==> config.mk <==
export PLATFORM = sky130hd
export DESIGN_NAME = hsv_chroma_keyer
export DESIGN_NICKNAME = d
export VERILOG_FILES = /design/src/rtl/hck_pkg.sv /design/src/rtl/hck_div.sv /design/src/rtl/hsv_chroma_keyer.sv
export VERILOG_INCLUDE_DIRS = /design/src /design/src/rtl
export SDC_FILE = /design/constraint.sdc
export NUM_CORES = 2
export LEC_CHECK = 0
export BUFFER_PORTS_ARGS = -buffer_cell sky130_fd_sc_hd__clkbuf_2
export CORE_UTILIZATION = 40
export CTS_CLUSTER_DIAMETER = 60
export DETAILED_ROUTE_END_ITERATION = 16
export GPL_TIMING_DRIVEN = 1
export PLACE_DENSITY = 0.53
export REMOVE_ABC_BUFFERS = 1
export SYNTH_ARGS = -nofsm -noshare
export SYNTH_HDL_FRONTEND = slang
export SYNTH_MEMORY_MAX_BITS = 65536
export SYNTH_SLANG_ARGS = --single-unit
==> constraint.sdc <==
create_clock -name clk_i -period 41.4 [get_ports clk_i]
set_input_delay 12.42 -clock clk_i [delete_from_list [all_inputs] [get_ports clk_i]]
set_output_delay 12.42 -clock clk_i [all_outputs]
set_load 0.02 [all_outputs]
==> src/rtl/hsv_chroma_keyer_assert.svh <==
// Assertion helpers shared by the keyer RTL.
`ifndef HSV_CHROMA_KEYER_ASSERT_SVH
`define HSV_CHROMA_KEYER_ASSERT_SVH

// Checked on every rising clock edge outside reset.
`define HCK_ASSERT(name, prop, msg) \
  name: assert property (@(posedge clk_i) disable iff (!rst_ni) prop) else $error(msg);

// Checked on every rising clock edge, reset included.
`define HCK_ASSERT_RST(name, prop, msg) \
  name: assert property (@(posedge clk_i) prop) else $error(msg);

`endif

==> src/rtl/hck_pkg.sv <==
package hck_pkg;

  localparam int unsigned ChanW    = 8;
  localparam int unsigned HueW     = 13;
  localparam int unsigned SpanW    = 12;
  localparam int unsigned PctW     = 7;
  localparam int unsigned CfgIdxW  = 3;
  localparam int unsigned CfgDataW = 13;
  localparam int unsigned SatW     = 15;

  localparam int unsigned DivNW  = 20;
  localparam int unsigned DivDW  = 12;
  localparam int unsigned DivQW  = 10;
  localparam int unsigned DivShW = DivDW + DivQW - 1;

  localparam int unsigned NumLane   = 4;
  localparam int unsigned LaneBlue  = 0;
  localparam int unsigned LaneGreen = 1;
  localparam int unsigned LaneRed   = 2;
  localparam int unsigned LaneAlpha = 3;

  localparam int unsigned StgIn    = 0;
  localparam int unsigned StgSat   = 1;
  localparam int unsigned StgHdiv0 = 2;
  localparam int unsigned StgHue   = StgHdiv0 + DivQW;
  localparam int unsigned StgWin   = StgHue + 1;
  localparam int unsigned StgMode  = StgWin + 1;
  localparam int unsigned StgProd  = StgMode + 1;
  localparam int unsigned StgRdiv0 = StgProd + 1;
  localparam int unsigned StgOut   = StgRdiv0 + DivQW;
  localparam int unsigned NumStg   = StgOut + 1;

  localparam int unsigned HueScale  = 960;
  localparam int unsigned HueSector = 1920;
  localparam int unsigned HueFull   = 5760;
  localparam int unsigned SatScale  = 100;
  localparam int unsigned ChanMax   = 255;

  localparam logic [HueW-1:0]  HueLowRst    = 13'd2560;
  localparam logic [HueW-1:0]  HueHighRst   = 13'd3360;
  localparam logic [HueW-1:0]  HueCentreRst = 13'd2960;
  localparam logic [SpanW-1:0] RadiusRst    = 12'd240;
  localparam logic [SpanW-1:0] RampRst      = 12'd160;
  localparam logic [ChanW-1:0] MinBrightRst = 8'd100;
  localparam logic [PctW-1:0]  MinSatRst    = 7'd8;

  typedef enum logic [CfgIdxW-1:0] {
    RegHueLow      = 3'd0,
    RegHueHigh     = 3'd1,
    RegHueCentre   = 3'd2,
    RegSolidRadius = 3'd3,
    RegRampWidth   = 3'd4,
    RegMinBright   = 3'd5,
    RegMinSat      = 3'd6
  } hck_reg_e;

  typedef enum logic [1:0] {
    MaxRed,
    MaxGreen,
    MaxBlue
  } hck_max_e;

  typedef enum logic [1:0] {
    ModePass,
    ModeSolid,
    ModeRamp
  } hck_mode_e;

  typedef struct packed {
    logic [ChanW-1:0] pixel_blue;
    logic [ChanW-1:0] pixel_green;
    logic [ChanW-1:0] pixel_red;
    logic [ChanW-1:0] pixel_alpha;
  } hck_in_t;

  typedef struct packed {
    logic [ChanW-1:0] out_blue;
    logic [ChanW-1:0] out_green;
    logic [ChanW-1:0] out_red;
    logic [ChanW-1:0] out_alpha;
    logic             was_keyed;
  } hck_out_t;

  typedef struct packed {
    hck_in_t          px;
    logic [ChanW-1:0] mx;
    logic [ChanW-1:0] dlt;
    logic [ChanW-1:0] nab;
    logic             neg;
    hck_max_e         sel;
    logic             bypass;
    logic [HueW-1:0]  hue;
    logic [HueW-1:0]  hdist;
    hck_mode_e        mode;
    logic [SpanW-1:0] tval;
  } hck_side_t;

endpackage

==> src/rtl/hck_div.sv <==
module hck_div (
  input  logic                        clk_i,
  input  logic [hck_pkg::DivQW-1:0]   en_i,
  input  logic [hck_pkg::DivNW-1:0]   dividend_i,
  input  logic [hck_pkg::DivDW-1:0]   divisor_i,
  output logic [hck_pkg::DivQW-1:0]   quotient_o
);

  localparam int unsigned NW  = hck_pkg::DivNW;
  localparam int unsigned DW  = hck_pkg::DivDW;
  localparam int unsigned QW  = hck_pkg::DivQW;
  localparam int unsigned ShW = hck_pkg::DivShW;

  logic [NW-1:0] rem_q [QW];
  logic [DW-1:0] dsr_q [QW];
  logic [QW-1:0] quo_q [QW];

  for (genvar s = 0; s < QW; s++) begin : g_step
    localparam int unsigned Bit = QW - 1 - s;

    logic [NW-1:0]  rem_in;
    logic [DW-1:0]  dsr_in;
    logic [QW-1:0]  quo_in;
    logic [ShW-1:0] rem_ext;
    logic [ShW-1:0] dsr_sh;
    logic           ge;
    logic [NW-1:0]  rem_d;
    logic [QW-1:0]  quo_d;

    if (s == 0) begin : g_first
      assign rem_in = dividend_i;
      assign dsr_in = divisor_i;
      assign quo_in = '0;
    end else begin : g_next
      assign rem_in = rem_q[s-1];
      assign dsr_in = dsr_q[s-1];
      assign quo_in = quo_q[s-1];
    end

    always_comb begin
      rem_ext    = ShW'(rem_in);
      dsr_sh     = ShW'(dsr_in) << Bit;
      ge         = (rem_ext >= dsr_sh);
      rem_d      = ge ? NW'(rem_ext - dsr_sh) : rem_in;
      quo_d      = quo_in;
      quo_d[Bit] = ge;
    end

    always_ff @(posedge clk_i) begin
      if (en_i[s]) begin
        rem_q[s] <= rem_d;
        dsr_q[s] <= dsr_in;
        quo_q[s] <= quo_d;
      end
    end
  end

  assign quotient_o = quo_q[QW-1];

endmodule

==> src/rtl/hsv_chroma_keyer.sv <==
// HSV hue-range chroma keyer for a BGRA pixel stream.
// Pixels enter on in_valid_i/in_ready_o/in_data_i and leave on
// out_valid_o/out_ready_i/out_data_o; a transaction completes on a rising
// edge with valid and ready both high. The seven key registers are written
// through cfg_we_i, cfg_idx_i and cfg_data_i; the user must write them only
// while no pixel is in flight, as the block itself does not enforce this.
// The datapath is 27 register stages: channel max and min, saturation test,
// a ten-stage restoring divider for the hue, window and distance stages,
// the alpha products, and four ten-stage dividers for the alpha ramp.
// One pixel is accepted per cycle while in_ready_o is high; every stage
// holds a valid bit and a stage takes a new pixel whenever it or any stage
// after it is empty or the receiver is ready. When the receiver stalls, the
// output register holds its transaction and the pipeline keeps filling its
// empty stages; in_ready_o falls only when all 27 stages hold pixels.
// Reset empties the pipeline and loads the default key settings.
`include "hsv_chroma_keyer_assert.svh"

module hsv_chroma_keyer (
  input  logic                          clk_i,
  input  logic                          rst_ni,
  input  logic                          in_valid_i,
  output logic                          in_ready_o,
  input  hck_pkg::hck_in_t              in_data_i,
  output logic                          out_valid_o,
  input  logic                          out_ready_i,
  output hck_pkg::hck_out_t             out_data_o,
  input  logic                          cfg_we_i,
  input  logic [hck_pkg::CfgIdxW-1:0]   cfg_idx_i,
  input  logic [hck_pkg::CfgDataW-1:0]  cfg_data_i
);

  localparam int unsigned ChanW  = hck_pkg::ChanW;
  localparam int unsigned HueW   = hck_pkg::HueW;
  localparam int unsigned SpanW  = hck_pkg::SpanW;
  localparam int unsigned PctW   = hck_pkg::PctW;
  localparam int unsigned SatW   = hck_pkg::SatW;
  localparam int unsigned DivNW  = hck_pkg::DivNW;
  localparam int unsigned DivDW  = hck_pkg::DivDW;
  localparam int unsigned DivQW  = hck_pkg::DivQW;
  localparam int unsigned NumStg = hck_pkg::NumStg;
  localparam int unsigned NumSd  = hck_pkg::StgOut;
  localparam int unsigned NumLn  = hck_pkg::NumLane;

  logic [HueW-1:0]  low_q, high_q, centre_q;
  logic [SpanW-1:0] radius_q, ramp_q;
  logic [ChanW-1:0] minb_q;
  logic [PctW-1:0]  pct_q;

  logic [NumStg-1:0] v_q, v_d, en;
  hck_pkg::hck_side_t s_q [NumSd];
  hck_pkg::hck_side_t s_d [NumSd];

  logic [DivNW-1:0] hdvd_d, hdvd_q;
  logic [DivQW-1:0] hq;
  logic [ChanW-1:0] lane_val [NumLn];
  logic [DivNW-1:0] prod_d [NumLn];
  logic [DivNW-1:0] prod_q [NumLn];
  logic [DivQW-1:0] rq [NumLn];

  hck_pkg::hck_out_t out_d, out_q;

  always_ff @(posedge clk_i or negedge rst_ni) begin
    if (!rst_ni) begin
      low_q    <= hck_pkg::HueLowRst;
      high_q   <= hck_pkg::HueHighRst;
      centre_q <= hck_pkg::HueCentreRst;
      radius_q <= hck_pkg::RadiusRst;
      ramp_q   <= hck_pkg::RampRst;
      minb_q   <= hck_pkg::MinBrightRst;
      pct_q    <= hck_pkg::MinSatRst;
    end else if (cfg_we_i) begin
      case (hck_pkg::hck_reg_e'(cfg_idx_i))
        hck_pkg::RegHueLow:      low_q    <= cfg_data_i[HueW-1:0];
        hck_pkg::RegHueHigh:     high_q   <= cfg_data_i[HueW-1:0];
        hck_pkg::RegHueCentre:   centre_q <= cfg_data_i[HueW-1:0];
        hck_pkg::RegSolidRadius: radius_q <= cfg_data_i[SpanW-1:0];
        hck_pkg::RegRampWidth:   ramp_q   <= cfg_data_i[SpanW-1:0];
        hck_pkg::RegMinBright:   minb_q   <= cfg_data_i[ChanW-1:0];
        hck_pkg::RegMinSat:      pct_q    <= cfg_data_i[PctW-1:0];
        default: begin
        end
      endcase
    end
  end

  always_comb begin
    en[NumStg-1] = !v_q[NumStg-1] || out_ready_i;
    for (int k = NumStg - 2; k >= 0; k--) begin
      en[k] = !v_q[k] || en[k+1];
    end
    v_d[0] = en[0] ? in_valid_i : v_q[0];
    for (int k = 1; k < NumStg; k++) begin
      v_d[k] = en[k] ? v_q[k-1] : v_q[k];
    end
  end

  always_ff @(posedge clk_i or negedge rst_ni) begin
    if (!rst_ni) begin
      v_q <= '0;
    end else begin
      v_q <= v_d;
    end
  end

  assign in_ready_o = en[0];

  always_comb begin
    logic [ChanW-1:0] pb, pg, pr, mx, mn;
    logic [SatW-1:0]  sat_lhs, sat_rhs;
    logic [HueW:0]    hue_base, hue_sum;
    logic [HueW-1:0]  hue, hdist, ramp_end;
    logic             in_win;

    for (int k = 1; k < NumSd; k++) begin
      s_d[k] = s_q[k-1];
    end

    pb = in_data_i.pixel_blue;
    pg = in_data_i.pixel_green;
    pr = in_data_i.pixel_red;
    mx = (pr > pg) ? ((pr > pb) ? pr : pb) : ((pg > pb) ? pg : pb);
    mn = (pr < pg) ? ((pr < pb) ? pr : pb) : ((pg < pb) ? pg : pb);
    s_d[hck_pkg::StgIn]        = '0;
    s_d[hck_pkg::StgIn].px     = in_data_i;
    s_d[hck_pkg::StgIn].mx     = mx;
    s_d[hck_pkg::StgIn].dlt    = mx - mn;
    s_d[hck_pkg::StgIn].mode   = hck_pkg::ModePass;
    if (pr == mx) begin
      s_d[hck_pkg::StgIn].sel = hck_pkg::MaxRed;
      s_d[hck_pkg::StgIn].neg = (pg < pb);
      s_d[hck_pkg::StgIn].nab = (pg < pb) ? (pb - pg) : (pg - pb);
    end else if (pg == mx) begin
      s_d[hck_pkg::StgIn].sel = hck_pkg::MaxGreen;
      s_d[hck_pkg::StgIn].neg = (pb < pr);
      s_d[hck_pkg::StgIn].nab = (pb < pr) ? (pr - pb) : (pb - pr);
    end else begin
      s_d[hck_pkg::StgIn].sel = hck_pkg::MaxBlue;
      s_d[hck_pkg::StgIn].neg = (pr < pg);
      s_d[hck_pkg::StgIn].nab = (pr < pg) ? (pg - pr) : (pr - pg);
    end

    sat_lhs = SatW'(s_q[hck_pkg::StgIn].dlt) * SatW'(hck_pkg::SatScale);
    sat_rhs = SatW'(pct_q) * SatW'(s_q[hck_pkg::StgIn].mx);
    s_d[hck_pkg::StgSat].bypass = (s_q[hck_pkg::StgIn].dlt == '0) ||
                                  (s_q[hck_pkg::StgIn].mx == '0) ||
                                  (sat_lhs < sat_rhs);

    case (s_q[hck_pkg::StgHue-1].sel)
      hck_pkg::MaxRed:   hue_base = '0;
      hck_pkg::MaxGreen: hue_base = (HueW+1)'(hck_pkg::HueSector);
      hck_pkg::MaxBlue:  hue_base = (HueW+1)'(2 * hck_pkg::HueSector);
      default:           hue_base = '0;
    endcase
    hue_sum = s_q[hck_pkg::StgHue-1].neg ? (hue_base - (HueW+1)'(hq))
                                         : (hue_base + (HueW+1)'(hq));
    hue = hue_sum[HueW] ? HueW'(hue_sum + (HueW+1)'(hck_pkg::HueFull))
                        : hue_sum[HueW-1:0];
    s_d[hck_pkg::StgHue].hue = hue;

    in_win = (s_q[hck_pkg::StgWin-1].hue >= low_q) &&
             (s_q[hck_pkg::StgWin-1].hue <= high_q) &&
             (s_q[hck_pkg::StgWin-1].mx > minb_q);
    hdist = (s_q[hck_pkg::StgWin-1].hue >= centre_q) ?
            (s_q[hck_pkg::StgWin-1].hue - centre_q) :
            (centre_q - s_q[hck_pkg::StgWin-1].hue);
    s_d[hck_pkg::StgWin].bypass = s_q[hck_pkg::StgWin-1].bypass || !in_win;
    s_d[hck_pkg::StgWin].hdist  = hdist;

    ramp_end = HueW'(radius_q) + HueW'(ramp_q);
    if (s_q[hck_pkg::StgMode-1].bypass) begin
      s_d[hck_pkg::StgMode].mode = hck_pkg::ModePass;
    end else if (s_q[hck_pkg::StgMode-1].hdist <= HueW'(radius_q)) begin
      s_d[hck_pkg::StgMode].mode = hck_pkg::ModeSolid;
    end else if (s_q[hck_pkg::StgMode-1].hdist >= ramp_end) begin
      s_d[hck_pkg::StgMode].mode = hck_pkg::ModePass;
    end else begin
      s_d[hck_pkg::StgMode].mode = hck_pkg::ModeRamp;
    end
    s_d[hck_pkg::StgMode].tval = SpanW'(s_q[hck_pkg::StgMode-1].hdist - HueW'(radius_q));
  end

  always_ff @(posedge clk_i) begin
    for (int k = 0; k < NumSd; k++) begin
      if (en[k]) begin
        s_q[k] <= s_d[k];
      end
    end
  end

  assign hdvd_d = DivNW'(s_q[hck_pkg::StgIn].nab) * DivNW'(hck_pkg::HueScale);

  always_ff @(posedge clk_i) begin
    if (en[hck_pkg::StgSat]) begin
      hdvd_q <= hdvd_d;
    end
  end

  hck_div u_hue_div (
    .clk_i      (clk_i),
    .en_i       (en[hck_pkg::StgHdiv0 +: DivQW]),
    .dividend_i (hdvd_q),
    .divisor_i  (DivDW'(s_q[hck_pkg::StgSat].dlt)),
    .quotient_o (hq)
  );

  always_comb begin
    lane_val[hck_pkg::LaneBlue]  = s_q[hck_pkg::StgProd-1].px.pixel_blue;
    lane_val[hck_pkg::LaneGreen] = s_q[hck_pkg::StgProd-1].px.pixel_green;
    lane_val[hck_pkg::LaneRed]   = s_q[hck_pkg::StgProd-1].px.pixel_red;
    lane_val[hck_pkg::LaneAlpha] = ChanW'(hck_pkg::ChanMax);
    for (int j = 0; j < NumLn; j++) begin
      prod_d[j] = DivNW'(lane_val[j]) * DivNW'(s_q[hck_pkg::StgProd-1].tval);
    end
  end

  always_ff @(posedge clk_i) begin
    if (en[hck_pkg::StgProd]) begin
      for (int j = 0; j < NumLn; j++) begin
        prod_q[j] <= prod_d[j];
      end
    end
  end

  for (genvar j = 0; j < NumLn; j++) begin : g_ramp
    hck_div u_ramp_div (
      .clk_i      (clk_i),
      .en_i       (en[hck_pkg::StgRdiv0 +: DivQW]),
      .dividend_i (prod_q[j]),
      .divisor_i  (ramp_q),
      .quotient_o (rq[j])
    );
  end

  always_comb begin
    case (s_q[NumSd-1].mode)
      hck_pkg::ModeSolid: begin
        out_d           = '0;
        out_d.was_keyed = 1'b1;
      end
      hck_pkg::ModeRamp: begin
        out_d.out_blue  = rq[hck_pkg::LaneBlue][ChanW-1:0];
        out_d.out_green = rq[hck_pkg::LaneGreen][ChanW-1:0];
        out_d.out_red   = rq[hck_pkg::LaneRed][ChanW-1:0];
        out_d.out_alpha = rq[hck_pkg::LaneAlpha][ChanW-1:0];
        out_d.was_keyed = 1'b1;
      end
      default: begin
        out_d.out_blue  = s_q[NumSd-1].px.pixel_blue;
        out_d.out_green = s_q[NumSd-1].px.pixel_green;
        out_d.out_red   = s_q[NumSd-1].px.pixel_red;
        out_d.out_alpha = s_q[NumSd-1].px.pixel_alpha;
        out_d.was_keyed = 1'b0;
      end
    endcase
  end

  always_ff @(posedge clk_i) begin
    if (en[hck_pkg::StgOut]) begin
      out_q <= out_d;
    end
  end

  assign out_valid_o = v_q[hck_pkg::StgOut];
  assign out_data_o  = out_q;

  `HCK_ASSERT_RST(a_reset_empty, !rst_ni |-> (v_q == '0), "Pipeline holds a transaction in reset.")
  `HCK_ASSERT(a_stall_full, !in_ready_o |-> (&v_q), "Input stalled with a free pipeline stage.")
  `HCK_ASSERT(a_hue_quot, (v_q[hck_pkg::StgHue-1] && !s_q[hck_pkg::StgHue-1].bypass) |-> (hq <= DivQW'(hck_pkg::HueScale)), "Hue quotient out of range.")
  `HCK_ASSERT(a_ramp_quot, (v_q[NumSd-1] && (s_q[NumSd-1].mode == hck_pkg::ModeRamp)) |-> (rq[hck_pkg::LaneAlpha] < DivQW'(hck_pkg::ChanMax)), "Ramp alpha reached full scale.")
  `HCK_ASSERT(a_premult, (out_valid_o && out_data_o.was_keyed) |-> ((out_data_o.out_red <= out_data_o.out_alpha) && (out_data_o.out_green <= out_data_o.out_alpha) && (out_data_o.out_blue <= out_data_o.out_alpha)), "Premultiplied channel exceeds alpha.")

endmodule

==> summary.md <==
| Metric | Value |
|---|---|
| DIE AREA | `0.330 mm^2` |
| Footprint of the multi-input gates | `0.0511 mm^2` |
| GRT Total Usage | `0.185` |
| Detailed Route WL | `310000 um` |
| Clk buf depth | `4` |
| DR WL/cell | `20.7 um` |
| Vias per cell | `5.21` |
| Max-slew violation count | `0` |
| Mapped Cells | `10.1k` |
| RSZ-0062 raised after global routing | `no` |
| Die width | `574 um` |
| Synth Warn # | `0` |
| Initial DRC Count | `5703` |
| PortBufs | `87` |
| HPWL Detailed | `234000 um` |
| Reg2reg end | `s_q[0][140]` |
| CP startpoint kind | `input pin` |
| Seq cells post-synth | `2540` |
| Vias in the first global route | `78.6k` |
| Drt drc | `0` |
| Outcome | `finished clean` |
| Boundary Pins | `88` |
| Yosys cell types | `88` |
| P&R area growth vs syn | `12.1%` |
| # H-tree levels | `5` |
| CTS buffer count | `306` |
| Fillers | `29.0k` |
| Site Rows | `209` |
| CP most frequent cell | `and3_1` |
| Core area | `0.325 mm^2` |
| Main synth FF type | `edfxtp_1` |
| First-pass GRT wire length | `470000 um` |
| Synth async-reset ratio | `0.0413` |
| Register Area | `0.0758 mm^2` |
| Worst-skew pair later-pin latency | `0.92 ns` |
| GPL Wtd Cong | `0.886` |
| Antenna violations before repair | `16` |
| Layout cells sized above 1 | `0.0934` |
| Root Buffer | `clkbuf_16` |
| Netlist Area Pre-Place | `0.131 mm^2` |
| Register area share after synthesis | `0.579` |
| Crit-path max cell delay | `0.60 ns` |
| Setup Crit Path Kind | `input pin to output pin` |
| Post-CTS sizing | `0` |
| R2r worst-path depth | `20` |
| TNS Setup | `0 ns` |
| Fin crit period | `29.61 ns` |
| Setup-failing EPs final | `0` |
| Commonest non-fill, non-tap cell in the layout | `edfxtp_1` |
| Hold buffer count at CTS | `0` |
| Avg Inst Size Synth | `12.9 um^2` |
| Worst Setup EP | `in_ready_o` |
| Final Net Count | `11.8k` |
| CP required | `28.98 ns` |
| Die Y | `574 um` |
| Max Cap Viol | `0` |
| TritonRoute pass-1 iters | `6` |
| WP buf/inv | `5` |
| R2R setup slack | `35.29 ns` |
| Worst-path fanout max | `68` |
| Slew HR | `0.116` |
| CTS Sinks | `2540` |
| Clock slew seen by the registers of the worst setup and hold paths | `0.05 ns` |
| Most frequent cells in the layout | `edfxtp_1, ha_1, inv_1, nand2_1, nor2_1` |
| Worst Max-Slew Pin Slew | `1.33 ns` |
| Fin crit share | `0.715` |
| CTS tree | `done` |
| CP Cell Sequence | `clkbuf_2 -> nand2b_2 -> nor2_1 -> clkinv_2 -> buf_4 -> nor2_1 -> and3_1 -> buf_4 -> and3_1 -> nand2_4 -> nor2_1 -> and3_1 -> and3_1 -> nand3_2 -> clkbuf_2` |
| Crit. Startpoint | `out_ready_i` |
| CP Capture Type | `output pin` |
| Final hold vios | `0` |
| Via count | `78.1k` |
| EDFF count, synth | `2435` |
| Fmax | `33.8 MHz` |
| Worst clock skew | `0.0606 ns` |
| Setup Fix Bufs, Post-CTS | `0` |
| Crit path DAT | `17.19 ns` |
| Crit path depth | `15` |
| Routed Antenna Nets | `0` |
| Worst path slowest cell | `nor2_1` |
| Worst hold path class | `register to register` |
| Largest net degree at the start of global routing | `84` |
| GRT Residual Overflow | `0` |
| Reg2reg start | `s_q[0][63]` |
| Starting density of the core | `0.403` |
| CP delay by family, top | `simple AND/OR/NAND/NOR gates` |
-- cells by family after synthesis --
logic type	synth area share
buf+inv	0.0325
flops	0.579
simple gates	0.0921
fa+ha+maj	0.144
xor+xnor	0.0409
compound gates	0.0849
mux	0.0275
-- through the flow --
step / hold slack [ns] / util / worst slack [ns] / area [um^2] / instances
after floorplan: 0.400 / - / 9.52 / 130000 / 9949
after global placement: 0.400 / 0.421 / 11.62 / 137000 / 14435
after detailed placement: 0.405 / 0.421 / 11.73 / 137000 / 14435
after CTS: 0.380 / 0.452 / 11.70 / 147000 / 14990
after global routing: 0.383 / 0.452 / 11.34 / 147000 / 14991
final: 0.384 / 0.452 / 11.79 / 147000 / 14993
-- cells in the mapped netlist, types with 38 or more instances --
| cell type | n | area, um^2 |
|---|---|---|
| edfxtp_1 | 2435 | 73100 |
| ha_1 | 972 | 12200 |
| inv_1 | 949 | 3560 |
| nand2_1 | 681 | 2560 |
| nor2_1 | 551 | 2070 |
| a21oi_1 | 532 | 2660 |
| o21ai_0 | 457 | 2290 |
| xnor2_1 | 388 | 3400 |
| fa_1 | 332 | 6650 |
| mux2_2 | 252 | 2840 |
| xor2_1 | 224 | 1960 |
| and2_1 | 201 | 1260 |
| a21o_1 | 155 | 1160 |
| nor3_1 | 154 | 771 |
| nor2b_1 | 152 | 951 |
| nand3_1 | 150 | 751 |
| clkbuf_1 | 145 | 544 |
| nand2b_1 | 120 | 751 |
| o21a_1 | 87 | 653 |
| dfrtp_1 | 84 | 2100 |
| nand4_1 | 81 | 507 |
| a21boi_0 | 80 | 601 |
| mux2i_1 | 77 | 771 |
| nor4_1 | 70 | 438 |
| or3_1 | 59 | 369 |
| o31ai_1 | 57 | 428 |
| a211oi_1 | 46 | 345 |
| o21bai_1 | 43 | 323 |
| a31oi_1 | 42 | 263 |
| and3_1 | 42 | 263 |
| o211ai_1 | 38 | 285 |
-- worst min-delay path by stage --
stage | from | to | slack [ns] | depth (start not counted)
finish | s_q[0][291] | s_q[0][391] | 0.38 | 0
detailed placement | g_ramp[0].u_ramp_div.quo_q[4][6] | g_ramp[0].u_ramp_div.quo_q[5][6] | 0.40 | 0
global placement | u_hue_div.quo_q[6][8] | u_hue_div.quo_q[7][8] | 0.40 | 0
global route | s_q[0][291] | s_q[0][391] | 0.38 | 0
CTS | s_q[0][291] | s_q[0][391] | 0.38 | 0
floorplan | g_ramp[0].u_ramp_div.quo_q[2][7] | g_ramp[0].u_ramp_div.quo_q[3][7] | 0.40 | 0
-- routing by layer --
metal,vias to the layer above,part of all wire,track usage
li1,37448,-,-
met1,38305,0.44,0.242
met5,-,0.000039,0
met2,1829,0.49,0.322
met4,2,0.027,0.0537
met3,467,0.046,0.0236
-- cell type report --
| type | count | area share |
|---|---|---|
| clock buffers | 367 | 0.0547 |
| diodes | 3 | 0.0000511 |
| well taps | 4325 | 0.0368 |
| inverters | 950 | 0.0244 |
| clock inverters | 188 | 0.0130 |
| repair buffers | 161 | 0.00679 |
| multi-input cells | 6459 | 0.348 |
| flip-flops and latches | 2540 | 0.516 |
-- sequential cells by signal, indices dropped and copies added (netlist names) --
signal / cells
high_q: 13
pct_q: 7
u_hue_div.quo_q: 55
s_q: 1086
radius_q: 12
u_hue_div.rem_q: 140
prod_q: 80
centre_q: 13
ramp_q: 12
g_ramp.u_ramp_div.rem_q: 714
u_hue_div.dsr_q: 63
g_ramp.u_ramp_div.dsr_q: 108
v_q: 27
g_ramp.u_ramp_div.quo_q: 144
hdvd_q: 12
minb_q: 8
low_q: 13
out_data_o: 33
-- worst register-to-register path, stage by stage (launching register included) --
cell and delay [ns]:
edfxtp_1 0.63, and2_1 0.29, fa_1 0.53, inv_1 0.05, fa_1 0.47, inv_1 0.05, fa_1 0.53, inv_1 0.05
fa_1 0.53, inv_1 0.05, ha_1 0.32, a21o_1 0.17, a21o_1 0.19, a21o_1 0.19, a41o_1 0.25, o41a_1 0.32
xnor2_1 0.14, ha_1 0.19, a2111oi_0 0.60, nand2b_1 0.10, o21ai_0 0.26
Power is left out: the tool's default activity adds up to more than one toggle a clock period on the data nets, which glitch-free logic cannot reach.
